$ cat src/design/rfcc_pkg.sv
package rfcc_pkg;

    localparam int LEVEL_W = 12;
    localparam int TEMP_W  = 12;
    localparam int BAND_W  = 8;
    localparam int DIV_W   = 8;
    localparam int SEC_W   = 16;
    localparam int CFG_W   = 16;
    localparam int IDX_W   = 3;

    localparam int IN_TDATA_W  = 32;
    localparam int OUT_TDATA_W = 8;

    localparam logic [LEVEL_W-1:0] DEBOUNCE_RST  = 12'd3000;
    localparam logic [LEVEL_W-1:0] WET_RST       = 12'd400;
    localparam logic [LEVEL_W-1:0] FULL_RST      = 12'd600;
    localparam logic [DIV_W-1:0]   TPS_RST       = 8'd200;
    localparam logic [SEC_W-1:0]   TIMEOUT_RST   = 16'd300;
    localparam logic [BAND_W-1:0]  BAND_RST      = 8'd10;
    localparam logic [TEMP_W-1:0]  TEMP_MIN_RST  = 12'd20;
    localparam logic [TEMP_W-1:0]  TEMP_MAX_RST  = 12'd500;

    typedef enum logic [IDX_W-1:0] {
        REG_DEBOUNCE_LIMIT   = 3'd0,
        REG_WET_THRESHOLD    = 3'd1,
        REG_FULL_THRESHOLD   = 3'd2,
        REG_TICKS_PER_SECOND = 3'd3,
        REG_FILL_TIMEOUT     = 3'd4,
        REG_TEMP_BAND        = 3'd5,
        REG_TEMP_MIN         = 3'd6,
        REG_TEMP_MAX         = 3'd7
    } cfg_idx_t;

    typedef enum logic [1:0] {
        STATUS_NORMAL = 2'd0,
        STATUS_ALARM  = 2'd1,
        STATUS_FULL   = 2'd2,
        STATUS_EMPTY  = 2'd3
    } status_t;

    typedef struct packed {
        logic [TEMP_W-1:0] measured_tenths;
        logic [TEMP_W-1:0] target_tenths;
        logic              high_level_wet;
        logic              low_level_wet;
    } item_t;

    typedef struct packed {
        logic    second_pulse;
        logic    high_confirmed;
        logic    low_confirmed;
        status_t status;
        logic    cooler_on;
        logic    pump_on;
    } result_t;

endpackage

$ cat src/design/reservoir_fill_and_cooling_control.sv
// Throughput: one item per cycle while the output is not stalled.
// An accepted item passes an input register and then a result register, which
// decouple the two sides, with the level, timer and relay update between them.
// Reset (rst_n, async, active low): registers take their default values,
// low level counter preset to its debounce default, all other state cleared.
module reservoir_fill_and_cooling_control
    import rfcc_pkg::*;
(
    input  logic                   clk,
    input  logic                   rst_n,
    input  logic                   cfg_we,
    input  logic [IDX_W-1:0]       cfg_index,
    input  logic [CFG_W-1:0]       cfg_data,
    input  logic                   s_axis_tvalid,
    output logic                   s_axis_tready,
    // low_level_wet, high_level_wet, target_tenths[11:0], measured_tenths[11:0]
    input  logic [IN_TDATA_W-1:0]  s_axis_tdata,
    output logic                   m_axis_tvalid,
    input  logic                   m_axis_tready,
    // pump_on, cooler_on, status[1:0], low_confirmed, high_confirmed, second_pulse
    output logic [OUT_TDATA_W-1:0] m_axis_tdata
);

    localparam int ITEM_W   = $bits(item_t);
    localparam int RESULT_W = $bits(result_t);

    logic    in_valid_reg;
    item_t   item_reg;
    logic    out_valid_reg;
    result_t result_reg;
    result_t result_next;
    logic    advance;

    assign advance       = in_valid_reg && (!out_valid_reg || m_axis_tready);
    assign s_axis_tready = !in_valid_reg || advance;

    always_ff @(posedge clk or negedge rst_n)
    begin
        if (!rst_n)
        begin
            in_valid_reg  <= 1'b0;
            out_valid_reg <= 1'b0;
        end
        else
        begin
            if (s_axis_tready)
                in_valid_reg <= s_axis_tvalid;
            if (advance)
                out_valid_reg <= 1'b1;
            else if (m_axis_tready)
                out_valid_reg <= 1'b0;
        end
    end

    always_ff @(posedge clk)
    begin
        if (s_axis_tready && s_axis_tvalid)
            item_reg <= item_t'(s_axis_tdata[ITEM_W-1:0]);
        if (advance)
            result_reg <= result_next;
    end

    rfcc_core u_core (
        .clk       (clk),
        .rst_n     (rst_n),
        .cfg_we    (cfg_we),
        .cfg_index (cfg_index),
        .cfg_data  (cfg_data),
        .item_en   (advance),
        .item      (item_reg),
        .result    (result_next)
    );

    assign m_axis_tvalid = out_valid_reg;
    assign m_axis_tdata  = {{(OUT_TDATA_W-RESULT_W){1'b0}}, result_reg};

    a_advance_fills: assert property (@(posedge clk) disable iff (!rst_n)
        advance |=> out_valid_reg)
        else $error("result register not loaded after advance");

    a_ready_when_empty: assert property (@(posedge clk) disable iff (!rst_n)
        !in_valid_reg |-> s_axis_tready)
        else $error("input stalled while input register empty");

    a_alarm_pump_off: assert property (@(posedge clk) disable iff (!rst_n)
        out_valid_reg && (result_reg.status == STATUS_ALARM) |-> !result_reg.pump_on)
        else $error("pump running under fill alarm");

    a_cooler_needs_low: assert property (@(posedge clk) disable iff (!rst_n)
        out_valid_reg && result_reg.cooler_on |-> result_reg.low_confirmed)
        else $error("cooler on without low level confirmed");

    a_empty_not_low: assert property (@(posedge clk) disable iff (!rst_n)
        out_valid_reg && (result_reg.status == STATUS_EMPTY) |-> !result_reg.low_confirmed)
        else $error("empty status with low level confirmed");

endmodule

$ cat src/design/rfcc_core.sv
module rfcc_core
    import rfcc_pkg::*;
(
    input  logic              clk,
    input  logic              rst_n,
    input  logic              cfg_we,
    input  logic [IDX_W-1:0]  cfg_index,
    input  logic [CFG_W-1:0]  cfg_data,
    input  logic              item_en,
    input  item_t             item,
    output result_t           result
);

    logic [LEVEL_W-1:0] debounce_reg;
    logic [LEVEL_W-1:0] wet_reg;
    logic [LEVEL_W-1:0] full_reg;
    logic [DIV_W-1:0]   tps_reg;
    logic [SEC_W-1:0]   timeout_reg;
    logic [BAND_W-1:0]  band_reg;
    logic [TEMP_W-1:0]  temp_min_reg;
    logic [TEMP_W-1:0]  temp_max_reg;

    logic [LEVEL_W-1:0] low_count_reg, low_count_next;
    logic [LEVEL_W-1:0] high_count_reg, high_count_next;
    logic [DIV_W-1:0]   tick_div_reg, tick_div_next;
    logic [SEC_W-1:0]   fill_sec_reg, fill_sec_next;
    logic               filling_reg, filling_next;
    logic               pump_reg, pump_next;
    logic               cooler_reg, cooler_next;

    logic [DIV_W-1:0]   div_inc;
    logic               pulse;
    logic               low_ok;
    logic               high_ok;
    logic               timed_out;
    logic               in_limits;
    logic               above_lo;
    logic               below_hi;
    status_t            status;

    always_ff @(posedge clk or negedge rst_n)
    begin
        if (!rst_n)
        begin
            debounce_reg <= DEBOUNCE_RST;
            wet_reg      <= WET_RST;
            full_reg     <= FULL_RST;
            tps_reg      <= TPS_RST;
            timeout_reg  <= TIMEOUT_RST;
            band_reg     <= BAND_RST;
            temp_min_reg <= TEMP_MIN_RST;
            temp_max_reg <= TEMP_MAX_RST;
        end
        else if (cfg_we)
        begin
            unique case (cfg_idx_t'(cfg_index))
                REG_DEBOUNCE_LIMIT:   debounce_reg <= cfg_data[LEVEL_W-1:0];
                REG_WET_THRESHOLD:    wet_reg      <= cfg_data[LEVEL_W-1:0];
                REG_FULL_THRESHOLD:   full_reg     <= cfg_data[LEVEL_W-1:0];
                REG_TICKS_PER_SECOND: tps_reg      <= cfg_data[DIV_W-1:0];
                REG_FILL_TIMEOUT:     timeout_reg  <= cfg_data[SEC_W-1:0];
                REG_TEMP_BAND:        band_reg     <= cfg_data[BAND_W-1:0];
                REG_TEMP_MIN:         temp_min_reg <= cfg_data[TEMP_W-1:0];
                REG_TEMP_MAX:         temp_max_reg <= cfg_data[TEMP_W-1:0];
            endcase
        end
    end

    always_comb
    begin
        if (!item.low_level_wet)
            low_count_next = '0;
        else if (low_count_reg < debounce_reg)
            low_count_next = low_count_reg + LEVEL_W'(1);
        else
            low_count_next = low_count_reg;

        if (!item.high_level_wet)
            high_count_next = '0;
        else if (high_count_reg < debounce_reg)
            high_count_next = high_count_reg + LEVEL_W'(1);
        else
            high_count_next = high_count_reg;

        div_inc       = tick_div_reg + DIV_W'(1);
        pulse         = (div_inc >= tps_reg);
        tick_div_next = pulse ? '0 : div_inc;

        fill_sec_next = fill_sec_reg;
        if (pulse)
        begin
            if (!filling_reg)
                fill_sec_next = '0;
            else if (fill_sec_reg != {SEC_W{1'b1}})
                fill_sec_next = fill_sec_reg + SEC_W'(1);
        end

        low_ok  = (low_count_next > wet_reg);
        high_ok = (high_count_next > wet_reg);

        in_limits = (item.measured_tenths > temp_min_reg)
                 && (item.measured_tenths < temp_max_reg);
        above_lo  = ({1'b0, item.measured_tenths} + {{(TEMP_W-BAND_W+1){1'b0}}, band_reg})
                 >= {1'b0, item.target_tenths};
        below_hi  = {1'b0, item.measured_tenths}
                 < ({1'b0, item.target_tenths} + {{(TEMP_W-BAND_W+1){1'b0}}, band_reg});

        cooler_next = cooler_reg;
        if (!low_ok)
            cooler_next = 1'b0;
        else if (in_limits)
            cooler_next = !(above_lo && below_hi);

        timed_out    = (fill_sec_next >= timeout_reg);
        pump_next    = pump_reg;
        filling_next = filling_reg;
        if (!timed_out)
        begin
            priority if (low_count_next == '0)
            begin
                pump_next    = 1'b1;
                filling_next = 1'b1;
            end
            else if (high_count_next >= wet_reg)
            begin
                pump_next    = 1'b0;
                filling_next = 1'b0;
            end
            else
            begin
                pump_next    = pump_reg;
                filling_next = filling_reg;
            end
        end

        priority if (timed_out)
        begin
            status    = STATUS_ALARM;
            pump_next = 1'b0;
        end
        else if (high_count_next >= full_reg)
            status = STATUS_FULL;
        else if (low_count_next == '0)
            status = STATUS_EMPTY;
        else
            status = STATUS_NORMAL;

        result.pump_on        = pump_next;
        result.cooler_on      = cooler_next;
        result.status         = status;
        result.low_confirmed  = low_ok;
        result.high_confirmed = high_ok;
        result.second_pulse   = pulse;
    end

    always_ff @(posedge clk or negedge rst_n)
    begin
        if (!rst_n)
        begin
            low_count_reg  <= DEBOUNCE_RST;
            high_count_reg <= '0;
            tick_div_reg   <= '0;
            fill_sec_reg   <= '0;
            filling_reg    <= 1'b0;
            pump_reg       <= 1'b0;
            cooler_reg     <= 1'b0;
        end
        else if (item_en)
        begin
            low_count_reg  <= low_count_next;
            high_count_reg <= high_count_next;
            tick_div_reg   <= tick_div_next;
            fill_sec_reg   <= fill_sec_next;
            filling_reg    <= filling_next;
            pump_reg       <= pump_next;
            cooler_reg     <= cooler_next;
        end
    end

endmodule

$ cat config.mk
export PLATFORM = sky130hd
export DESIGN_NAME = reservoir_fill_and_cooling_control
export DESIGN_NICKNAME = d
export VERILOG_FILES = /design/src/design/rfcc_pkg.sv /design/src/design/reservoir_fill_and_cooling_control.sv /design/src/design/rfcc_core.sv
export SDC_FILE = /design/constraint.sdc
export NUM_CORES = 1
export LEC_CHECK = 0
export BUFFER_PORTS_ARGS = -buffer_cell sky130_fd_sc_hd__buf_2
export CORE_MARGIN = 2
export CORE_UTILIZATION = 55
export DETAILED_ROUTE_END_ITERATION = 8
export PLACE_DENSITY_LB_ADDON = 0.1
export SLEW_MARGIN = 25
export SYNTH_ARGS = -nofsm -noshare
export SYNTH_HDL_FRONTEND = slang
export SYNTH_HIERARCHICAL = 1
export SYNTH_SLANG_ARGS = --single-unit
export TNS_END_PERCENT = 30
$ cat constraint.sdc
create_clock -name clk -period 5.15 [get_ports clk]
set_input_delay 0.2575 -clock clk [delete_from_list [all_inputs] [get_ports clk]]
set_output_delay 0.2575 -clock clk [all_outputs]
set_load 0.005 [all_outputs]
======== After elaboration in Yosys (flattened, before gate mapping) ========
Index checks and enable logic that the tools add are counted.
storage, ports and cells
  input bits .............................. 56
  logic and storage cells ................. 95
  flip-flop bits (word level) ............. 178
  output and inout port bits .............. 10
cells by class
  equal/unequal tests ..................... 8
  multiplexer cells ....................... 19
  add/subtract/negate cells ............... 6
  magnitude comparators ................... 12
  reduce and logical (&&, ||, !) cells .... 22
  bitwise logic cells ..................... 1
operators with widths
  operator                                                         count
  12-bit 2-to-1 mux                                                4
  16-bit 2-to-1 mux                                                3
  12-bit greater-than comparator                                   3
  12-bit less-than comparator                                      3
  12-bit by 8-bit adder with 13-bit output                         2
  12-bit by 1-bit adder with 12-bit output, second input constant  2
  12-bit >= comparator                                             2
  16-bit by 1-bit adder with 16-bit output, second input constant  1
  16-bit >= comparator                                             1
  16-bit != test, second input constant                            1
  2-bit AND reduction                                              8
  13-bit by 12-bit >= comparator with 1-bit output                 1
  12-bit by 13-bit less-than comparator with 1-bit output          1
  3-bit == test, second input constant                             4
  12-bit zero test                                                 1
  1-bit 2-to-1 mux                                                 9
  8-bit by 1-bit adder with 8-bit output, second input constant    1
  8-bit >= comparator                                              1
  8-bit 2-to-1 mux                                                 1
  3-bit by 2-bit == test with 1-bit output, second input constant  2
  1-bit logical AND                                                4
  2-bit 2-to-1 mux                                                 2
  2-bit nonzero test                                               2
  3-bit by 1-bit == test with 1-bit output, second input constant  1
  other kinds (5)                                                  8

======== Longest topological paths before layout ========
  depth after elaboration ................. 7
  mapped depth ............................ 22
  gate-level depth less buffers ........... 21

======== Modules after synthesis ========
Netlist, hierarchy kept.
modules (own cells, without submodules)
  module                              instances  area an instance (µm²)  cells each  seq. area each (µm²)
  rfcc_core                           1          10,779.1                1,183       3,626.0
  reservoir_fill_and_cooling_control  1          1,106.1                 43          1,041.0

======== Worst setup path after synthesis ========
OpenSTA, ideal clock, no wires.
  path type ............................... register -> register
  from .................................... reg u_core.tick_div_reg[0]
  to ...................................... reg u_core.filling_reg
  library setup time ...................... 0.129 ns
  data arrival time ....................... 3.946 ns
  buffers on the path ..................... 2
  period minus slack after synthesis ...... 4.075 ns
  setup slack ............................. 1.075 ns
  stages on the path, launching flop included .. 21
  data required time ...................... 5.021 ns
  cell sequence ........................... dfrtp_1 -> ha_1 -> nand3_1 -> nor2_1 -> xnor2_1 -> ha_1 -> nor2b_1 -> a41oi_1 -> o211a_1 -> nor2_1 -> clkbuf_1 -> clkbuf_1 -> nor2_1 -> ha_1 -> a21o_1 -> a2111oi_0 -> o21ai_0 -> a21oi_1 -> nand2_1 -> o21ai_0 -> o21ai_0
on the way
  word-level cells in the longest chain between the ends .. 6
ends and longest elaborated chain
  item                                    RTL line          RTL
  start, declared                         rfcc_core.sv:25   logic [DIV_W-1:0] tick_div_reg, tick_div_next;
  start signal, assigned                  rfcc_core.sv:172  tick_div_reg <= tick_div_next;
  8-bit by 1-bit adder with 8-bit output  rfcc_core.sv:85   div_inc = tick_div_reg + DIV_W'(1);
  8-bit >= comparator                     rfcc_core.sv:86   pulse = (div_inc >= tps_reg);
  16-bit 2-to-1 mux                       rfcc_core.sv:90   if (pulse)
  via u_core.fill_sec_next[4]             rfcc_core.sv:26   logic [SEC_W-1:0] fill_sec_reg, fill_sec_next;
  16-bit >= comparator                    rfcc_core.sv:114  timed_out = (fill_sec_next >= timeout_reg);
  1-bit inverter (no source line)         --
  3-bit AND reduction (no source line)    --
  end signal, assigned                    rfcc_core.sv:174  filling_reg <= filling_next;
  end, declared                           rfcc_core.sv:27   logic filling_reg, filling_next;
The timed path passes the listed nets, and every way through them passes these cells.
A chain may end at the register's enable or synchronous reset.

==> metrics.yaml <==
outcome: "finished clean"
yosys_warnings: 6
clk_latency_ps: 440
drcViolationCount: 0
worstSetupEndpointType: "flip-flop"
clockBufferDepth: 2
htree_levels: 4
fin_util: 0.632
rows: 53
syn_inst: 1226
ys_top_cells_by_area: "dfrtp_1 (23%), ha_1 (16%), dfstp_2 (8.4%)"
relSlewSlack: 0.455
power.density_nw_per_um2: 376
first_pass_iters: 5
finalCritPeriodShare: 0.900
ys_ff_latch: 178
core_area_um2: 21100
overflow: 0
hp-start: "s_axis_tvalid"
numPortBuffers: 58
reg2reg_slack_ps: 510
p_leak_uw: 0.00618
ioPinCount: 66
antenna_cells: 0
path_clk_slew_ps: 70
drive_above_1_share: 0.166
grt_max_degree: 59
synthToLayoutAreaGrowth_pct: 12.1
fill_cells: 1769
nNetsFinal: 1505
synthFlopType: "dfrtp_1"
ant_nets: 0
largest_reg_flops: 26
drt_iter0_drc: 622
yosysSeqAreaShare: 0.393
globalRouteTotalUtil: 0.252
critPathKind: "flip-flop to flip-flop"
grt_pass1_vias: 8785
r2r_cells: 21
initial_core_util: 0.564
finClkSkew_ps: 7.25
die_area_um2: 22800
cts_root_buffer: "clkbuf_16"
critPathMaxFanout: 13
critPathRequiredTime_ps: 5470
vdd_ir_drop_max_mv: 0.245
min_to: "in_valid_reg"
syn-num-nets: 1432
synth_edf_count: 33
vias_per_cell: 5.77
tightestPinTransition_ps: 816
globalplace.congestion: 0.847
wire_per_inst_um: 17.6
r2r-start: "u_core/tick_div_reg[0]"
cts_tree: "built"
totalWireLength_um: 27900
clock_sinks: 178
arrival_ps: 4950
die_y_um: 151
fin_tns_setup_ps: 0
holdPathStages: 2
setup_viol: 0
ys_types: 75
hold_viol: 0
num_vias: 9164
synth_area_per_cell_um2: 9.69
antenna_found_initial: 0
clock.fmax_mhz: 216
async_reset_ff_frac: 0.815
yosys.area.top_type_share: 0.225
dpl.hpwl_um: 20000
hp-class: "input pin to flip-flop"
cts_setup_buffers: 0
numCtsBuffers: 17
synth_largest_area_cell: "dfrtp_1"
grt_pass1_wl_um: 44500
slew_viol_final: 0
rsz0062_at_grt: "false"
fp.dieW_um: 151
syn-cell-area_um2: 11900
finalCriticalPeriod_ps: 4640
drv_cap: 0
timing.rr.end: "u_core/filling_reg"
worst_setup_path_start_kind: "flip-flop"
## timing repair
action	CTS	global route
setup endpoints to repair	0	1
gates resized for setup	0	1
hold endpoints to repair	56	0
hold buffers	27	0
## metal layers
layer	global-route usage	up-vias	wire length [um]
met3	0.0313	26	758
li1	-	4544	-
met5	0	-	0
met2	0.426	142	13600
met4	0.0664	0	367
met1	0.344	4452	13100
## synth_stat cells, types with 3 or more instances
cell type / n
o22ai_1: 3
a31oi_1: 11
a22o_1: 5
o2bb2ai_1: 6
buf_2: 3
a211oi_1: 4
xnor2_1: 32
inv_1: 111
o41ai_1: 6
a41oi_1: 3
nor2_1: 53
and4_1: 4
clkbuf_1: 29
a21oi_1: 57
o21a_1: 8
ha_1: 148
buf_4: 7
nor2b_1: 5
buf_1: 3
dfrtp_1: 107
o31ai_1: 9
o21ai_0: 100
a21o_1: 39
nand4_1: 20
or4_1: 5
a21boi_0: 4
nand3_1: 31
nand2_1: 119
or2_2: 6
and3_1: 7
nor3_1: 20
o211ai_1: 12
xor2_1: 21
mux2_2: 54
nor4_1: 7
nand2b_1: 20
dfstp_2: 38
edfxtp_1: 33
o311ai_0: 6
o311ai_1: 3
mux2i_1: 5
o21bai_1: 4
nor3b_1: 6
nand4b_1: 8
and2_1: 6
## cell families (layout without fill, tap and decap cells)
kind of cell | after synthesis | in the layout | synth area share
adder cells (fa/ha/maj) | 150 | 150 | 0.159
buffers and inverters | 156 | 242 | 0.0524
XOR/XNOR | 53 | 53 | 0.0391
AO/OA/AOI/OAI | 300 | 300 | 0.162
other | 1 | 1 | 0.000316
multiplexers | 59 | 59 | 0.0554
flip-flops | 178 | 178 | 0.393
AND/OR/NAND/NOR | 329 | 329 | 0.139
## layout by cell type, fill, tap and decap left out, types with 9 or more instances in the layout
| master | synthesis | final |
|---|---|---|
| ha_1 | 148 | 148 |
| edfxtp_1 | 33 | 33 |
| a21oi_1 | 57 | 56 |
| nand2_1 | 119 | 119 |
| dlygate4sd3_1 | 0 | 27 |
| xor2_1 | 21 | 21 |
| buf_2 | 3 | 57 |
| o211ai_1 | 12 | 12 |
| dfstp_2 | 38 | 38 |
| a31oi_1 | 11 | 11 |
| nand4_1 | 20 | 20 |
| o31ai_1 | 9 | 9 |
| a21o_1 | 39 | 39 |
| nand2b_1 | 20 | 20 |
| inv_1 | 111 | 111 |
| xnor2_1 | 32 | 32 |
| nor3_1 | 20 | 18 |
| dfrtp_1 | 107 | 107 |
| o21ai_0 | 100 | 100 |
| buf_4 | 7 | 12 |
| clkbuf_16 | 0 | 17 |
| mux2_2 | 54 | 54 |
| nor2_1 | 53 | 53 |
| nand3_1 | 31 | 31 |
## where the power goes
part	internal, uW	switching (uW)
Combinational	760	957
Sequential	1730	220
Clock	731	610
## through the flow
step | power (uW) | hold WS (ps) | worst slack [ps] | instances | area (um^2)
3_3_place_gp | 3580 | 161 | 531 | 1528 | 12400
6_report | 5010 | 18.5 | 513 | 1587 | 13300
4_1_cts | 5030 | 5.01 | 441 | 1587 | 13300
2_1_floorplan | 3200 | -38.1 | 1070 | 1226 | 11900
3_5_place_dp | 3650 | 161 | 460 | 1528 | 12400
5_1_grt | 5380 | 28.3 | 21.2 | 1587 | 13300
## worst max-delay path by stage
stage | from | endpoint | slack, ps | cells after the start
final | u_core/tick_div_reg[0] | u_core/filling_reg | 510 | 21
after global routing | u_core/tick_div_reg[0] | u_core/filling_reg | 20 | 21
after CTS | u_core/tick_div_reg[0] | u_core/filling_reg | 440 | 21
after detailed placement | u_core/tick_div_reg[0] | u_core/filling_reg | 460 | 21
after global placement | u_core/tick_div_reg[0] | u_core/filling_reg | 530 | 21
after floorplan | u_core/tick_div_reg[0] | u_core/filling_reg | 1070 | 20
## worst max-delay path: stages, from the launching register on
cell	delay, ps
dfrtp_1	430
ha_1	260
nand3_1	130
nor2_1	150
xnor2_1	150
ha_1	290
nor2b_1	140
a41oi_1	230
o211ai_1	160
a21oi_2	390
inv_1	320
a31oi_1	240
a21oi_1	70
ha_1	200
a21o_1	150
a21o_1	160
a21oi_1	230
o21ai_0	150
a21oi_2	260
nand2_1	130
o21ai_0	170
o21ai_0	100
## final cells by class
class / instances / area, um^2 / share of cell area
multi-input cells: 892 / 6630 / 0.498
clock inverters: 15 / 173 / 0.0130
flip-flops and latches: 178 / 4670 / 0.350
inverters: 113 / 424 / 0.0318
clock buffers: 17 / 425 / 0.0319
well taps: 275 / 344 / 0.0258
repair buffers: 97 / 657 / 0.0493
No activity file was read; power rests on OpenSTA's default activity.
